<file path="config.mk">
export PLATFORM = sky130hd
export DESIGN_NAME = rounded_rect_outline_rasterizer_flat
export DESIGN_NICKNAME = d
export VERILOG_FILES = /design/src/hdl/rrect_pkg.sv /design/src/hdl/rrect_req_if.sv /design/src/hdl/rrect_rsp_if.sv /design/src/hdl/rrect_engine.sv /design/src/hdl/rrect_addr.sv /design/src/hdl/rounded_rect_outline_rasterizer.sv /design/src/flat_wrapper.sv
export SDC_FILE = /design/constraint.sdc
export NUM_CORES = 2
export LEC_CHECK = 0
export ABC_AREA = 1
export BUFFER_PORTS_ARGS = -buffer_cell sky130_fd_sc_hd__buf_2
export CAP_MARGIN = 0
export CORE_UTILIZATION = 35
export DETAILED_ROUTE_END_ITERATION = 6
export PLACE_DENSITY = 0.59
export SYNTH_ARGS = -nofsm -noshare
export SYNTH_HDL_FRONTEND = slang
export SYNTH_SLANG_ARGS = --single-unit
</file>
<file path="constraint.sdc">
create_clock -name clock -period 21.7 [get_ports clock]
set_clock_uncertainty 0.15 [all_clocks]
set_input_delay 4.34 -clock clock [delete_from_list [all_inputs] [get_ports clock]]
set_output_delay 4.34 -clock clock [all_outputs]
set_load 0.01 [all_outputs]
</file>
<file path="src/hdl/rrect_pkg.sv">
// ----------------------------------------------------------------------------
// rrect_pkg
// Shared widths, codes and types of the rounded rectangle outline rasterizer.
// ----------------------------------------------------------------------------
package rrect_pkg;

   localparam int COORD_BITS_DEFAULT = 14;
   localparam int COORD_MAX_BITS     = 16;
   // internal coordinate width, wide enough for origin plus size at any COORD_BITS
   localparam int PIX_BITS           = COORD_MAX_BITS + 2;
   localparam int SIZE_BITS          = 13;
   localparam int RADIUS_BITS        = 12;
   localparam int SCREEN_BITS        = 13;
   localparam int ADDR_BITS          = 32;
   localparam int COLOR_BITS         = 32;
   localparam int OUT_COORD_BITS     = 15;
   localparam int MUL_BITS           = PIX_BITS + SCREEN_BITS + 1;

   localparam int CSR_INDEX_BITS     = 2;
   localparam int CSR_DATA_BITS      = 32;

   localparam logic [CSR_INDEX_BITS-1:0] CSR_STRIDE     = 2'd0;
   localparam logic [CSR_INDEX_BITS-1:0] CSR_ROWS       = 2'd1;
   localparam logic [CSR_INDEX_BITS-1:0] CSR_FRAME_BASE = 2'd2;

   localparam logic [SCREEN_BITS-1:0] STRIDE_RESET     = 13'd1024;
   localparam logic [SCREEN_BITS-1:0] ROWS_RESET       = 13'd768;
   localparam logic [ADDR_BITS-1:0]   FRAME_BASE_RESET = 32'd0;

   localparam logic OP_START   = 1'b0;
   localparam logic OP_ADVANCE = 1'b1;

   typedef struct packed {
      logic [PIX_BITS-1:0]   x;
      logic [PIX_BITS-1:0]   y;
      logic [COLOR_BITS-1:0] color;
      logic                  last;
   } pix_type;

   typedef struct packed {
      logic [SCREEN_BITS-1:0] stride;
      logic [SCREEN_BITS-1:0] rows;
      logic [ADDR_BITS-1:0]   frame_base;
   } csr_type;

endpackage

</file>
<file path="src/hdl/rrect_req_if.sv">
// ----------------------------------------------------------------------------
// rrect_req_if
// Command channel: start a shape or advance one pixel.
// ----------------------------------------------------------------------------
interface rrect_req_if #(
   parameter int COORD_BITS = rrect_pkg::COORD_BITS_DEFAULT
);
   logic                                valid;
   logic                                ready;
   logic                                opcode;
   logic signed [COORD_BITS-1:0]        origin_x;
   logic signed [COORD_BITS-1:0]        origin_y;
   logic [rrect_pkg::SIZE_BITS-1:0]     rect_width;
   logic [rrect_pkg::SIZE_BITS-1:0]     rect_height;
   logic [rrect_pkg::RADIUS_BITS-1:0]   corner_radius;
   logic [rrect_pkg::COLOR_BITS-1:0]    draw_color;

   modport source (
      output valid, opcode, origin_x, origin_y, rect_width, rect_height,
             corner_radius, draw_color,
      input  ready
   );

   modport sink (
      input  valid, opcode, origin_x, origin_y, rect_width, rect_height,
             corner_radius, draw_color,
      output ready
   );
endinterface

</file>
<file path="src/hdl/rrect_rsp_if.sv">
// ----------------------------------------------------------------------------
// rrect_rsp_if
// Pixel write channel: coordinates, frame address, color and flags.
// ----------------------------------------------------------------------------
interface rrect_rsp_if;
   logic                                      valid;
   logic                                      ready;
   logic signed [rrect_pkg::OUT_COORD_BITS-1:0] pixel_x;
   logic signed [rrect_pkg::OUT_COORD_BITS-1:0] pixel_y;
   logic [rrect_pkg::ADDR_BITS-1:0]           pixel_address;
   logic [rrect_pkg::COLOR_BITS-1:0]          pixel_color;
   logic                                      on_screen;
   logic                                      last_pixel;

   modport source (
      output valid, pixel_x, pixel_y, pixel_address, pixel_color, on_screen,
             last_pixel,
      input  ready
   );

   modport sink (
      input  valid, pixel_x, pixel_y, pixel_address, pixel_color, on_screen,
             last_pixel,
      output ready
   );
endinterface

</file>
<file path="src/hdl/rrect_engine.sv">
// ----------------------------------------------------------------------------
// rrect_engine
// Outline walker: edge counters and midpoint-circle arc stepper, one pixel
// coordinate per advance beat accepted mid-shape, held in an output register.
// ----------------------------------------------------------------------------
module rrect_engine #(
   parameter int COORD_BITS = rrect_pkg::COORD_BITS_DEFAULT
) (
   input  logic               clock,
   input  logic               reset,
   rrect_req_if.sink          req,
   output logic               pix_valid,
   input  logic               pix_ready,
   output rrect_pkg::pix_type pix
);

   localparam int PB = rrect_pkg::PIX_BITS;
   localparam int SB = rrect_pkg::SIZE_BITS;
   localparam int RB = rrect_pkg::RADIUS_BITS;

   typedef enum logic [2:0] {
      PH_IDLE, PH_TOP, PH_BOTTOM, PH_LEFT, PH_RIGHT, PH_ARC
   } phase_type;

   // control state
   phase_type          phase_ff, phase_in;
   logic [1:0]         corner_ff, corner_in;
   logic [SB-1:0]      count_ff, count_in;
   logic [SB-1:0]      i_ff, i_in, j_ff, j_in;
   logic signed [15:0] d_ff, d_in;
   logic signed [14:0] sx_ff, sx_in, sy_ff, sy_in;
   logic               mirror_ff, mirror_in;
   logic               pix_valid_ff, pix_valid_in;

   // shape, latched on start
   logic [SB-1:0]      len_w_ff, len_h_ff;
   logic               has_h_ff, has_a_ff;
   logic [RB-1:0]      r_ff;
   logic [PB-1:0]      x0_ff, x1_ff, y0_ff, y1_ff, xr_ff, yr_ff, xc1_ff, yc1_ff;
   logic [rrect_pkg::COLOR_BITS-1:0] color_ff;

   rrect_pkg::pix_type pix_ff, pix_in;

   logic               accept, is_start, emit, arc_load, edge_done;
   logic [PB-1:0]      ox, oy, w_ext, h_ext, r_ext;
   logic [SB-1:0]      two_r, edge_len;
   logic [SB:0]        len_w_st, len_h_st, cnt1;
   logic               has_w_st, has_h_st, has_a_st;
   phase_type          start_phase;
   logic [RB-1:0]      r_src;

   logic               dpos;
   logic [SB-1:0]      i1, j1, u, v;
   logic signed [14:0] sx1, sy1;
   logic signed [15:0] d1, d2;
   logic [PB-1:0]      cx, cy, ax, ay, cnt_ext;

   assign accept   = req.valid && req.ready;
   assign is_start = req.opcode == rrect_pkg::OP_START;
   assign emit     = accept && !is_start && (phase_ff != PH_IDLE);
   assign req.ready = !pix_valid_ff || pix_ready;

   // start decode
   assign ox    = {{(PB-COORD_BITS){req.origin_x[COORD_BITS-1]}}, req.origin_x};
   assign oy    = {{(PB-COORD_BITS){req.origin_y[COORD_BITS-1]}}, req.origin_y};
   assign w_ext = PB'(req.rect_width);
   assign h_ext = PB'(req.rect_height);
   assign r_ext = PB'(req.corner_radius);
   assign two_r = {req.corner_radius, 1'b0};
   assign len_w_st = {1'b0, req.rect_width} - {1'b0, two_r};
   assign len_h_st = {1'b0, req.rect_height} - {1'b0, two_r};
   assign has_w_st = req.rect_width > two_r;
   assign has_h_st = req.rect_height > two_r;
   assign has_a_st = req.corner_radius != '0;

   always_comb begin
      priority if (has_w_st) begin
         start_phase = PH_TOP;
      end else if (has_h_st) begin
         start_phase = PH_LEFT;
      end else if (has_a_st) begin
         start_phase = PH_ARC;
      end else begin
         start_phase = PH_IDLE;
      end
   end

   assign r_src = is_start ? req.corner_radius : r_ff;

   // midpoint step for the first pixel of a mirrored pair
   assign dpos = !d_ff[15];
   assign j1   = dpos ? j_ff - 13'd1 : j_ff;
   assign sy1  = dpos ? sy_ff + 15'sd2 : sy_ff;
   assign d1   = dpos ? d_ff + 16'(sy1) : d_ff;
   assign i1   = i_ff + 13'd1;
   assign sx1  = sx_ff + 15'sd2;
   assign d2   = d1 + 16'(sx1);

   // edge counting
   assign edge_len  = (phase_ff == PH_TOP || phase_ff == PH_BOTTOM) ? len_w_ff : len_h_ff;
   assign cnt1      = {1'b0, count_ff} + 14'd1;
   assign edge_done = cnt1 == {1'b0, edge_len};
   assign cnt_ext   = PB'(count_ff);

   // arc pixel
   assign u  = mirror_ff ? i_ff : j1;
   assign v  = mirror_ff ? j_ff : i1;
   assign cx = (corner_ff[0] ^ corner_ff[1]) ? xc1_ff : xr_ff;
   assign cy = corner_ff[1] ? yc1_ff : yr_ff;

   always_comb begin
      unique case (corner_ff)
         2'd0: begin
            ax = cx - PB'(u);
            ay = cy - PB'(v);
         end
         2'd1: begin
            ax = cx + PB'(v);
            ay = cy - PB'(u);
         end
         2'd2: begin
            ax = cx + PB'(v);
            ay = cy + PB'(u);
         end
         default: begin
            ax = cx - PB'(u);
            ay = cy + PB'(v);
         end
      endcase
   end

   // next state
   always_comb begin
      phase_in  = phase_ff;
      corner_in = corner_ff;
      count_in  = count_ff;
      i_in      = i_ff;
      j_in      = j_ff;
      d_in      = d_ff;
      sx_in     = sx_ff;
      sy_in     = sy_ff;
      mirror_in = mirror_ff;
      arc_load  = 1'b0;
      pix_in    = pix_ff;

      if (accept && is_start) begin
         phase_in  = start_phase;
         count_in  = '0;
         corner_in = '0;
         mirror_in = 1'b0;
         arc_load  = start_phase == PH_ARC;
      end else if (emit) begin
         case (phase_ff)
            PH_TOP: begin
               pix_in.x = xr_ff + cnt_ext;
               pix_in.y = y0_ff;
               count_in = cnt1[SB-1:0];
               if (edge_done) begin
                  phase_in = PH_BOTTOM;
                  count_in = '0;
               end
            end
            PH_BOTTOM: begin
               pix_in.x = xr_ff + cnt_ext;
               pix_in.y = y1_ff;
               count_in = cnt1[SB-1:0];
               if (edge_done) begin
                  count_in = '0;
                  priority if (has_h_ff) begin
                     phase_in = PH_LEFT;
                  end else if (has_a_ff) begin
                     phase_in = PH_ARC;
                     arc_load = 1'b1;
                  end else begin
                     phase_in = PH_IDLE;
                  end
               end
            end
            PH_LEFT: begin
               pix_in.x = x0_ff;
               pix_in.y = yr_ff + cnt_ext;
               count_in = cnt1[SB-1:0];
               if (edge_done) begin
                  phase_in = PH_RIGHT;
                  count_in = '0;
               end
            end
            PH_RIGHT: begin
               pix_in.x = x1_ff;
               pix_in.y = yr_ff + cnt_ext;
               count_in = cnt1[SB-1:0];
               if (edge_done) begin
                  count_in = '0;
                  if (has_a_ff) begin
                     phase_in = PH_ARC;
                     arc_load = 1'b1;
                  end else begin
                     phase_in = PH_IDLE;
                  end
               end
            end
            PH_ARC: begin
               pix_in.x = ax;
               pix_in.y = ay;
               if (!mirror_ff) begin
                  i_in      = i1;
                  j_in      = j1;
                  d_in      = d2;
                  sx_in     = sx1;
                  sy_in     = sy1;
                  mirror_in = 1'b1;
               end else begin
                  mirror_in = 1'b0;
                  if (!(i_ff < j_ff)) begin
                     if (corner_ff == 2'd3) begin
                        phase_in  = PH_IDLE;
                        corner_in = '0;
                     end else begin
                        corner_in = corner_ff + 2'd1;
                        arc_load  = 1'b1;
                     end
                  end
               end
            end
            default: begin
            end
         endcase
         pix_in.color = color_ff;
         pix_in.last  = phase_in == PH_IDLE;
      end

      if (arc_load) begin
         i_in      = '0;
         j_in      = SB'(r_src);
         d_in      = 16'sd1 - $signed(16'(r_src));
         sx_in     = 15'sd1;
         sy_in     = -$signed(15'(r_src));
         mirror_in = 1'b0;
      end
   end

   always_comb begin
      if (emit) begin
         pix_valid_in = 1'b1;
      end else if (pix_ready) begin
         pix_valid_in = 1'b0;
      end else begin
         pix_valid_in = pix_valid_ff;
      end
   end

   always_ff @(posedge clock) begin
      if (reset) begin
         phase_ff     <= PH_IDLE;
         corner_ff    <= '0;
         count_ff     <= '0;
         i_ff         <= '0;
         j_ff         <= '0;
         d_ff         <= '0;
         sx_ff        <= '0;
         sy_ff        <= '0;
         mirror_ff    <= 1'b0;
         pix_valid_ff <= 1'b0;
      end else begin
         phase_ff     <= phase_in;
         corner_ff    <= corner_in;
         count_ff     <= count_in;
         i_ff         <= i_in;
         j_ff         <= j_in;
         d_ff         <= d_in;
         sx_ff        <= sx_in;
         sy_ff        <= sy_in;
         mirror_ff    <= mirror_in;
         pix_valid_ff <= pix_valid_in;
      end
   end

   always_ff @(posedge clock) begin
      pix_ff <= pix_in;
      if (accept && is_start) begin
         len_w_ff <= len_w_st[SB-1:0];
         len_h_ff <= len_h_st[SB-1:0];
         has_h_ff <= has_h_st;
         has_a_ff <= has_a_st;
         r_ff     <= req.corner_radius;
         color_ff <= req.draw_color;
         x0_ff    <= ox;
         y0_ff    <= oy;
         x1_ff    <= ox + w_ext - PB'(1);
         y1_ff    <= oy + h_ext - PB'(1);
         xr_ff    <= ox + r_ext;
         yr_ff    <= oy + r_ext;
         xc1_ff   <= ox + w_ext - r_ext - PB'(1);
         yc1_ff   <= oy + h_ext - r_ext - PB'(1);
      end
   end

   assign pix_valid = pix_valid_ff;
   assign pix       = pix_ff;

endmodule

</file>
<file path="src/hdl/rrect_addr.sv">
// ----------------------------------------------------------------------------
// rrect_addr
// Frame address and clipping: row multiply stage, then final add into the
// result register.
// ----------------------------------------------------------------------------
module rrect_addr (
   input  logic               clock,
   input  logic               reset,
   input  rrect_pkg::csr_type csr,
   input  logic               pix_valid,
   output logic               pix_ready,
   input  rrect_pkg::pix_type pix,
   rrect_rsp_if.source        rsp
);

   localparam int PB = rrect_pkg::PIX_BITS;
   localparam int AB = rrect_pkg::ADDR_BITS;
   localparam int OB = rrect_pkg::OUT_COORD_BITS;
   localparam int MB = rrect_pkg::MUL_BITS;

   logic                             s2_v_ff, s2_v_in;
   logic [PB-1:0]                    s2_x_ff, s2_y_ff;
   logic [AB-1:0]                    s2_xb_ff, s2_prod_ff, xb_in;
   logic                             s2_on_ff, s2_last_ff, on_in;
   logic [rrect_pkg::COLOR_BITS-1:0] s2_color_ff;

   logic                             s3_v_ff, s3_v_in;
   logic [OB-1:0]                    s3_x_ff, s3_y_ff;
   logic [AB-1:0]                    s3_addr_ff;
   logic                             s3_on_ff, s3_last_ff;
   logic [rrect_pkg::COLOR_BITS-1:0] s3_color_ff;

   logic                             s3_take;
   logic signed [MB-1:0]             prod_full;
   logic                             on_x, on_y;

   assign s3_take   = !s3_v_ff || rsp.ready;
   assign pix_ready = !s2_v_ff || s3_take;

   assign prod_full = $signed(pix.y) * $signed({1'b0, csr.stride});
   assign xb_in     = csr.frame_base + {{(AB-PB){pix.x[PB-1]}}, pix.x};
   assign on_x      = !pix.x[PB-1] && (pix.x[PB-2:0] < (PB-1)'(csr.stride));
   assign on_y      = !pix.y[PB-1] && (pix.y[PB-2:0] < (PB-1)'(csr.rows));
   assign on_in     = on_x && on_y;

   assign s2_v_in = pix_ready ? pix_valid : s2_v_ff;
   assign s3_v_in = s3_take ? s2_v_ff : s3_v_ff;

   always_ff @(posedge clock) begin
      if (reset) begin
         s2_v_ff <= 1'b0;
         s3_v_ff <= 1'b0;
      end else begin
         s2_v_ff <= s2_v_in;
         s3_v_ff <= s3_v_in;
      end
   end

   always_ff @(posedge clock) begin
      if (pix_ready) begin
         s2_x_ff     <= pix.x;
         s2_y_ff     <= pix.y;
         s2_xb_ff    <= xb_in;
         s2_prod_ff  <= prod_full[AB-1:0];
         s2_on_ff    <= on_in;
         s2_last_ff  <= pix.last;
         s2_color_ff <= pix.color;
      end
      if (s3_take) begin
         s3_x_ff     <= s2_x_ff[OB-1:0];
         s3_y_ff     <= s2_y_ff[OB-1:0];
         s3_addr_ff  <= s2_xb_ff + s2_prod_ff;
         s3_on_ff    <= s2_on_ff;
         s3_last_ff  <= s2_last_ff;
         s3_color_ff <= s2_color_ff;
      end
   end

   assign rsp.valid         = s3_v_ff;
   assign rsp.pixel_x       = $signed(s3_x_ff);
   assign rsp.pixel_y       = $signed(s3_y_ff);
   assign rsp.pixel_address = s3_addr_ff;
   assign rsp.pixel_color   = s3_color_ff;
   assign rsp.on_screen     = s3_on_ff;
   assign rsp.last_pixel    = s3_last_ff;

endmodule

</file>
<file path="src/hdl/rounded_rect_outline_rasterizer.sv">
// ----------------------------------------------------------------------------
// rounded_rect_outline_rasterizer
// Rounded rectangle outline to frame buffer pixel writes.
// ----------------------------------------------------------------------------
// A start beat latches origin, size, corner radius and color and yields no
// pixel; each advance beat then yields one pixel write: top, bottom, left and
// right edges, then the four corner arcs, with last_pixel on the final one.
// Advance beats after the shape is done yield nothing. The block takes one
// beat per clock unless stalled; a pixel goes from its advance beat through
// the walker register, the row multiply stage and the address add into the
// result register, and the channels stall only when all three stages hold
// pixels that the sink has not taken. Configuration writes are taken on any
// cycle with csr_we high and must only be made while the block is idle.
// ----------------------------------------------------------------------------
module rounded_rect_outline_rasterizer #(
   parameter int COORD_BITS = rrect_pkg::COORD_BITS_DEFAULT
) (
   input  logic                                 clock,
   input  logic                                 reset,
   rrect_req_if.sink                            req_chan,
   rrect_rsp_if.source                          rsp_chan,
   input  logic                                 csr_we,
   input  logic [rrect_pkg::CSR_INDEX_BITS-1:0] csr_index,
   input  logic [rrect_pkg::CSR_DATA_BITS-1:0]  csr_wdata
);

   rrect_pkg::csr_type csr_ff, csr_in;
   rrect_pkg::pix_type pix;
   logic               pix_valid, pix_ready;

   always_comb begin
      csr_in = csr_ff;
      if (csr_we) begin
         case (csr_index)
            rrect_pkg::CSR_STRIDE: begin
               csr_in.stride = csr_wdata[rrect_pkg::SCREEN_BITS-1:0];
            end
            rrect_pkg::CSR_ROWS: begin
               csr_in.rows = csr_wdata[rrect_pkg::SCREEN_BITS-1:0];
            end
            rrect_pkg::CSR_FRAME_BASE: begin
               csr_in.frame_base = csr_wdata[rrect_pkg::ADDR_BITS-1:0];
            end
            default: begin
            end
         endcase
      end
   end

   always_ff @(posedge clock) begin
      if (reset) begin
         csr_ff.stride     <= rrect_pkg::STRIDE_RESET;
         csr_ff.rows       <= rrect_pkg::ROWS_RESET;
         csr_ff.frame_base <= rrect_pkg::FRAME_BASE_RESET;
      end else begin
         csr_ff <= csr_in;
      end
   end

   rrect_engine #(
      .COORD_BITS (COORD_BITS)
   ) u_engine (
      .clock     (clock),
      .reset     (reset),
      .req       (req_chan),
      .pix_valid (pix_valid),
      .pix_ready (pix_ready),
      .pix       (pix)
   );

   rrect_addr u_addr (
      .clock     (clock),
      .reset     (reset),
      .csr       (csr_ff),
      .pix_valid (pix_valid),
      .pix_ready (pix_ready),
      .pix       (pix),
      .rsp       (rsp_chan)
   );

endmodule

</file>
<file path="src/flat_wrapper.sv">
// flat-port wrapper written by rule: the top's interface ports become plain ports
module rounded_rect_outline_rasterizer_flat 
#(
   parameter int COORD_BITS = rrect_pkg::COORD_BITS_DEFAULT
)
  (clock, reset, csr_we, csr_index, csr_wdata, req_chan_valid, req_chan_opcode, req_chan_origin_x, req_chan_origin_y, req_chan_rect_width, req_chan_rect_height, req_chan_corner_radius, req_chan_draw_color, req_chan_ready, rsp_chan_valid, rsp_chan_pixel_x, rsp_chan_pixel_y, rsp_chan_pixel_address, rsp_chan_pixel_color, rsp_chan_on_screen, rsp_chan_last_pixel, rsp_chan_ready);
  rrect_req_if #(.COORD_BITS(COORD_BITS)) req_chan_i ();
  rrect_rsp_if rsp_chan_i ();
  input  logic clock;
  input  logic reset;
  input  logic csr_we;
  input  logic [rrect_pkg::CSR_INDEX_BITS-1:0] csr_index;
  input  logic [rrect_pkg::CSR_DATA_BITS-1:0] csr_wdata;
  input wire logic [$bits(req_chan_i.valid)-1:0] req_chan_valid;
  input wire logic [$bits(req_chan_i.opcode)-1:0] req_chan_opcode;
  input wire logic [$bits(req_chan_i.origin_x)-1:0] req_chan_origin_x;
  input wire logic [$bits(req_chan_i.origin_y)-1:0] req_chan_origin_y;
  input wire logic [$bits(req_chan_i.rect_width)-1:0] req_chan_rect_width;
  input wire logic [$bits(req_chan_i.rect_height)-1:0] req_chan_rect_height;
  input wire logic [$bits(req_chan_i.corner_radius)-1:0] req_chan_corner_radius;
  input wire logic [$bits(req_chan_i.draw_color)-1:0] req_chan_draw_color;
  output wire logic [$bits(req_chan_i.ready)-1:0] req_chan_ready;
  output wire logic [$bits(rsp_chan_i.valid)-1:0] rsp_chan_valid;
  output wire logic [$bits(rsp_chan_i.pixel_x)-1:0] rsp_chan_pixel_x;
  output wire logic [$bits(rsp_chan_i.pixel_y)-1:0] rsp_chan_pixel_y;
  output wire logic [$bits(rsp_chan_i.pixel_address)-1:0] rsp_chan_pixel_address;
  output wire logic [$bits(rsp_chan_i.pixel_color)-1:0] rsp_chan_pixel_color;
  output wire logic [$bits(rsp_chan_i.on_screen)-1:0] rsp_chan_on_screen;
  output wire logic [$bits(rsp_chan_i.last_pixel)-1:0] rsp_chan_last_pixel;
  input wire logic [$bits(rsp_chan_i.ready)-1:0] rsp_chan_ready;
  assign req_chan_i.valid = req_chan_valid;
  assign req_chan_i.opcode = req_chan_opcode;
  assign req_chan_i.origin_x = req_chan_origin_x;
  assign req_chan_i.origin_y = req_chan_origin_y;
  assign req_chan_i.rect_width = req_chan_rect_width;
  assign req_chan_i.rect_height = req_chan_rect_height;
  assign req_chan_i.corner_radius = req_chan_corner_radius;
  assign req_chan_i.draw_color = req_chan_draw_color;
  assign req_chan_ready = req_chan_i.ready;
  assign rsp_chan_valid = rsp_chan_i.valid;
  assign rsp_chan_pixel_x = rsp_chan_i.pixel_x;
  assign rsp_chan_pixel_y = rsp_chan_i.pixel_y;
  assign rsp_chan_pixel_address = rsp_chan_i.pixel_address;
  assign rsp_chan_pixel_color = rsp_chan_i.pixel_color;
  assign rsp_chan_on_screen = rsp_chan_i.on_screen;
  assign rsp_chan_last_pixel = rsp_chan_i.last_pixel;
  assign rsp_chan_i.ready = rsp_chan_ready;
  rounded_rect_outline_rasterizer #(.COORD_BITS(COORD_BITS)) u_core (.clock(clock), .reset(reset), .req_chan(req_chan_i), .rsp_chan(rsp_chan_i), .csr_we(csr_we), .csr_index(csr_index), .csr_wdata(csr_wdata));
endmodule
</file>
Yosys cells after proc, flatten, opt, wreduce, memory -nomap -nowiden
Index checks and enable logic that the tools add are counted.
{"block": "totals", "register_bits": 653, "wordCells": 210, "output_inout_bits": 98, "in_bits": 138}
{"block": "classes", "reduce_logical": 41, "muxes": 64, "bitwise_logic": 5, "n_lt_le_gt_ge": 5, "n_eq_ne": 14, "n_addsub": 32, "n_mul": 1}
{"operator": "36-bit case mux with 5 select lines", "n": 1}
{"operator": "16-bit two-way mux", "n": 6}
{"operator": "18-bit by 13-bit adder with 18-bit output", "n": 5}
{"operator": "15-bit two-way mux", "n": 6}
{"operator": "12-bit two-way mux", "n": 6}
{"operator": "13-bit two-way mux", "n": 5}
{"operator": "32-bit adder", "n": 2}
{"operator": "18-bit two-way mux", "n": 3}
{"operator": "18-bit case mux with 3 select lines", "n": 1}
{"operator": "18-bit by 13-bit subtractor with 18-bit output", "n": 3}
{"operator": "3-bit two-way mux", "n": 16}
{"operator": "18-bit by 1-bit subtractor with 18-bit output (second input constant)", "n": 2}
{"operator": "17-bit by 13-bit < comparator with 1-bit output", "n": 2}
{"operator": "16-bit by 2-bit subtractor with 17-bit output (second input constant)", "n": 2}
{"operator": "16-bit by 15-bit adder with 16-bit output", "n": 2}
{"operator": "18-bit by 14-bit multiplier with 32-bit output", "n": 1}
{"operator": "15-bit by 13-bit subtractor with 16-bit output", "n": 2}
{"operator": "14-bit by 13-bit adder with 15-bit output", "n": 2}
{"operator": "14-bit by 14-bit adder with 15-bit output", "n": 2}
{"operator": "15-bit by 3-bit adder with 15-bit output (second input constant)", "n": 2}
{"operator": "13-bit > comparator", "n": 2}
{"operator": "13-bit subtractor", "n": 2}
{"operator": "1-bit two-way mux", "n": 17}
{"operator": "12-bit negation with 15-bit output", "n": 1}
{"operator": "other kinds (34)", "n": 69}

Longest topological paths before layout
{"block": "logic_depth", "word_depth": 11, "mapped_depth": 32, "mapped_depth_nobuf": 32}

Modules after synthesis
From an unflattened synthesis, not the netlist that was laid out.
{"block": "unflattened", "cells_unflattened": 6508, "area_unflattened_um2": 51187.8}
{"module": "rrect_engine", "seq_area_each_um2": 9919.5, "area_per_inst_um2": 26681.8, "cells_each": 3443, "instances": 1}
{"module": "rrect_addr", "seq_area_each_um2": 6766.5, "area_per_inst_um2": 22053.7, "cells_each": 2695, "instances": 1}
{"module": "rounded_rect_outline_rasterizer", "seq_area_each_um2": 1161.1, "area_per_inst_um2": 2452.4, "cells_each": 370, "instances": 1}

Worst setup path before layout
Ideal clock, no wire load.
{"block": "synth_path", "path_kind": "input to register", "from": "in rsp_chan_ready", "to": "reg u_core.u_engine.corner_ff[0]", "t_arrival_ps": 17497, "setup_slack_ps": 3921, "setup_ps": 132, "n_path_buf": 1, "required_time_ps": 21418, "path_stages": 10, "path_cell_list": "inv_1 nand2_1 nor2_1 nand2_1 nand2_1 nor2_1 inv_1 nand2_1 clkbuf_1 a21oi_1"}
{"block": "synth_via", "elab_chain_len": 7, "elab_cells_between_ends": 9, "classes_between": "reduce/logical: 9"}
{"item": "start: declaration", "line_no": "flat_wrapper.sv:30", "text": "input wire logic [$bits(rsp_chan_i.ready)-1:0] rsp_chan_ready;"}
{"item": "1-bit logical OR *", "line_no": "rrect_addr.sv:37", "text": "assign s3_take = !s3_v_ff || rsp.ready;"}
{"item": "net u_core.u_addr.s3_take", "line_no": "rrect_addr.sv:33", "text": "logic s3_take;"}
{"item": "1-bit logical OR *", "line_no": "rrect_addr.sv:38", "text": "assign pix_ready = !s2_v_ff || s3_take;"}
{"item": "1-bit logical OR *", "line_no": "rrect_engine.sv:61", "text": "assign req.ready = !pix_valid_ff || pix_ready;"}
{"item": "net req_chan_ready", "line_no": "flat_wrapper.sv:22", "text": "output wire logic [$bits(req_chan_i.ready)-1:0] req_chan_ready;"}
{"item": "1-bit logical AND *", "line_no": "rrect_engine.sv:58", "text": "assign accept = req.valid && req.ready;"}
{"item": "1-bit logical AND (2 in series)", "line_no": "rrect_engine.sv:60", "text": "assign emit = accept && !is_start && (phase_ff != PH_IDLE);"}
{"item": "4-bit AND reduction (no source line)"}
{"item": "end signal: assignment", "line_no": "rrect_engine.sv:266", "text": "corner_ff <= corner_in;"}
{"item": "end: declaration", "line_no": "rrect_engine.sv:27", "text": "logic [1:0] corner_ff, corner_in;"}
The timed path passes the listed nets; every way through them passes the cells marked *.
A chain may end at the register's enable or synchronous reset.

Worst setup path in the final report
{"block": "layout_path", "from": "in rsp_chan_ready", "to": "out req_chan_ready"}
{"block": "layout_via", "elab_chain_len": 3}
{"item": "1-bit logical OR", "line_no": "rrect_addr.sv:37"}
{"item": "net u_core.u_addr.s3_take", "line_no": "rrect_addr.sv:33"}
{"item": "1-bit logical OR", "line_no": "rrect_addr.sv:38"}
{"item": "1-bit logical OR", "line_no": "rrect_engine.sv:61"}
{"item": "end: declaration", "line_no": "flat_wrapper.sv:22"}
The timed path passes the listed nets, and every way through them passes these cells.

==> run_results.csv <==
group,metric,value,unit
status,status,"complete, no violations",
drt,detail-route-antenna-nets,0,
timing,timing.final.crit_period,10.33,ns
clocking,clk_pin_slew,0.06,ns
clocking,clockRootBuffer,"sky130_fd_sc_hd__clkbuf_16",
setup_path,critical_path_class,"input port to output pin",
timing,timing.final.setup_violations,0,
synth,post_synth_num_cell_types,71,
clocking,worst_skew_pair.late_latency,0.69,ns
clocking,cts-buffers-inserted,78,
synth,synth-edff-count,493,
clocking,htree_levels,3,
global_route,via_count_of_the_first_global_routing_pass,37600,
drt,first_iter_violations,2941,
synth,synthesis.area_per_instance,8.54,µm²
power,clock_power_share,0.304,
synth,mux_cell_area_share_after_synthesis,0.000210,
timing,maxSlewHeadroom,0.281,
global_route,gr-usage-all-layers,0.201,
floorplanning,chipWidth,371,µm
cells_and_area,mostFrequentLayoutCell,"sky130_fd_sc_hd__nand2_1",
drt,detail_route.wirelength,139000,µm
place,place.detailed.hpwl,109000,µm
synth,synth_nets,6343,
cells_and_area,final.fill_count,13600,
floorplanning,initial_utilization,0.352,
cells_and_area,layout-drive-gt1-share,0.0782,
power,internal_power,0.00284,W
cells_and_area,final_cell_mix,"1221 x sky130_fd_sc_hd__nand2_1, 858 x sky130_fd_sc_hd__inv_1, 493 x sky130_fd_sc_hd__edfxtp_1",
power,switching_power,0.00158,W
synth,synth_instances,5586,
timing,final.setup.tns,0,ns
synth,post_synth_fa_ha_maj_area_fraction,0.200,
floorplanning,core_area,0.135,mm²
power,share_seq_of_total_power,0.364,
clocking,postCtsHoldBufs,0,
drt,first_pass_iters,6,
cells_and_area,layout.nets,6550,
global_route,top_usage_layer,"met2",
setup_path,setup.worst_path.start_class,"input port",
clocking,cts.repair_timing.setup_buffer_count,0,
global_route,grt_max_degree,82,
floorplanning,die-area,0.138,mm²
power,power.density,82.9,mW/mm²
power,ir_drop,0.0000598,V
floorplanning,floorplan.io_pins,236,
synth,synth_sequential_area_ratio,0.374,
clocking,cts.path.max_buffers,3,
synth,synth_xor_area_frac,0.0505,
drt,wl_per_cell,18.2,µm
drt,drt_drc_violations_left,0,
timing,setup_repair_after_global_routing_missed_its_margin,"false",
synth,asyncSetResetFlopFracSynth,0,
timing,tightest_slew,1.08,ns
timing,timing.final.crit_share,0.476,
global_route,grt_first_pass_wirelength,214000,µm
global_route,use_met2,0.315,
synth,synth_area,0.0477,mm²
cells_and_area,multiInputGateArea,0.0260,mm²
synth,synth_area_leaders,"sky130_fd_sc_hd__edfxtp_1 31%, sky130_fd_sc_hd__fa_1 10%, sky130_fd_sc_hd__ha_1 9.9%",
global_route,grt_antenna_before_repair,6,
synth,dominant_combinational_cell_family_by_area_after_synthesis,"adder cells",
clocking,cts_tree,"built",
global_route,met3_usage,0.0300,
clocking,cts_resized,0,
floorplanning,chipHeight,371,µm
place,io_buffer_count,235,
synth,synth-main-ff-cell,"sky130_fd_sc_hd__edfxtp_1",
synth,yosys_warnings,0,
place,placed_cell_area,0.0507,mm²
place,gpl.final_weighted_congestion,0.919,
timing,final_number_of_max_transition_violations,0,
cells_and_area,stdcell_area,0.0533,mm²
worst_hold_path,min-delay-path-class,"flop to flop",
timing,max_freq,96.8,MHz
global_route,groute.layer.met1.usage,0.282,
power,leakage,24.7,nW
synth,synth_top_cell_area_share,0.311,
run,maxCapViolations,0,
setup_path,worst_ep_required_time,17.21,ns
setup_path,data_arrival_time_of_the_critical_path,5.84,ns
floorplanning,rows,135,
synth,synth.ff_latch_count,645,
timing,hold_viol_final,0,
setup_path,setup.worst_path.end_class,"output pin",
power,comb_power_share,0.332,
drt,dr_total_vias,38400,
cells_and_area,layout-area-overhead-vs-synth,11.8,%
drt,via_density_per_instance,5.02,
timing,holdWs,0.256,ns
synth,synth-compound-area-share,0.112,
synth,synth_simple_gate_area_share,0.181,
power,power.switching_fraction,0.357,
synth,synthDominantAreaCellType,"sky130_fd_sc_hd__edfxtp_1",
setup_path,critPathMaxFanout,47,
clocking,clock_sink_count,645,
global_route,grt_overflow,0,
cells_and_area,area.sequential,0.0178,mm²
power,report.power.total,0.00442,W
[final cells by class]
type	count	share of cell area
antenna	1	0.0000469
clock buffer	99	0.0404
clock inverter	46	0.00864
inverter	871	0.0615
multi-input combinational	3936	0.487
sequential	645	0.335
tap	1781	0.0418
timing repair buffer	261	0.0257
[path summary, 6_finish.rpt]
kind	start	to	slack, ns	cells past startpoint
min	u_core.u_addr.s2_y_ff[0]	u_core.u_addr.rsp.pixel_y[0]	0.26	0
max	rsp_chan_ready	req_chan_ready	11.37	6
max reg2reg	u_core.csr_ff[49]	u_core.u_addr.s2_prod_ff[25]	14.81	22
min reg2reg	u_core.u_addr.s2_y_ff[0]	u_core.u_addr.rsp.pixel_y[0]	0.26	0
[power by group through the flow]
stage               sequential [W]  combinational (W)  clock (W)
finish                     0.00161            0.00147    0.00134
global route               0.00162            0.00167    0.00142
CTS                        0.00161            0.00147    0.00138
detailed placement         0.00164            0.00147          0
global placement           0.00163            0.00145          0
floorplan                  0.00162            0.00105          0
[worst max-delay path, stage by stage]
cell,delay (ns)
sky130_fd_sc_hd__buf_2,0.09
sky130_fd_sc_hd__inv_1,0.08
sky130_fd_sc_hd__nand2_4,0.47
sky130_fd_sc_hd__nor2_1,0.54
sky130_fd_sc_hd__nand2_1,0.15
sky130_fd_sc_hd__buf_2,0.17
[kinds of logic (layout without fill, tap and decap cells)]
group | count (synthesis) | after routing
simple gates | 2079 | 2079
buf+inv | 1005 | 1277
compound gates | 962 | 962
flops | 645 | 645
fa+ha+maj | 619 | 619
xor+xnor | 275 | 275
mux | 1 | 1
other cells | 0 | 1
[state kept, by name, indices dropped and copies added (netlist names), 15 cells and up]
| signal | flops |
|---|---|
| u_core.u_engine.pix | 69 |
| u_core.csr_ff | 58 |
| u_core.u_addr.rsp.pixel_address | 32 |
| u_core.u_addr.rsp.pixel_color | 32 |
| u_core.u_addr.s2_color_ff | 32 |
| u_core.u_addr.s2_prod_ff | 32 |
| u_core.u_addr.s2_xb_ff | 32 |
| u_core.u_engine.color_ff | 32 |
| u_core.u_engine.x1_ff | 18 |
| u_core.u_engine.y1_ff | 18 |
| u_core.u_engine.xc1_ff | 17 |
| u_core.u_engine.yc1_ff | 17 |
| u_core.u_engine.d_ff | 16 |
| u_core.u_addr.rsp.pixel_x | 15 |
| u_core.u_addr.rsp.pixel_y | 15 |
| u_core.u_addr.s2_x_ff | 15 |
| u_core.u_addr.s2_y_ff | 15 |
| u_core.u_engine.sx_ff | 15 |
| u_core.u_engine.sy_ff | 15 |
| u_core.u_engine.xr_ff | 15 |
| u_core.u_engine.yr_ff | 15 |
[synthesized netlist by cell type, types with 19 or more instances]
cell                        instances
sky130_fd_sc_hd__o2111ai_1         26
sky130_fd_sc_hd__xnor2_1           82
sky130_fd_sc_hd__dfxtp_1          152
sky130_fd_sc_hd__nand2_1         1222
sky130_fd_sc_hd__nand3_1          260
sky130_fd_sc_hd__nand4_1           56
sky130_fd_sc_hd__clkbuf_1          96
sky130_fd_sc_hd__a21oi_1          419
sky130_fd_sc_hd__edfxtp_1         493
sky130_fd_sc_hd__or2_2             28
sky130_fd_sc_hd__o21ai_0          346
sky130_fd_sc_hd__inv_1            861
sky130_fd_sc_hd__a21boi_0          19
sky130_fd_sc_hd__nor3_1            65
sky130_fd_sc_hd__xor2_1           193
sky130_fd_sc_hd__nor2_1           390
sky130_fd_sc_hd__ha_1             379
sky130_fd_sc_hd__a31oi_1           23
sky130_fd_sc_hd__fa_1             240
sky130_fd_sc_hd__o21a_1            21
[routing by layer]
layer	wire length, µm	share of wire
met1	65300	0.47
met2	60400	0.43
met3	8300	0.060
met4	4950	0.036
met5	40	0.00029
[per-stage QoR]
step / utilization / cells / setup WS, ns
floorplan: - / 5586 / 3.92
CTS: 0.394 / 7639 / 11.32
global route: 0.394 / 7639 / 11.17
global placement: 0.375 / 7494 / 11.30
finish: 0.394 / 7640 / 11.37
detailed placement: 0.375 / 7494 / 11.33
Power figures use the tool's default switching activity.
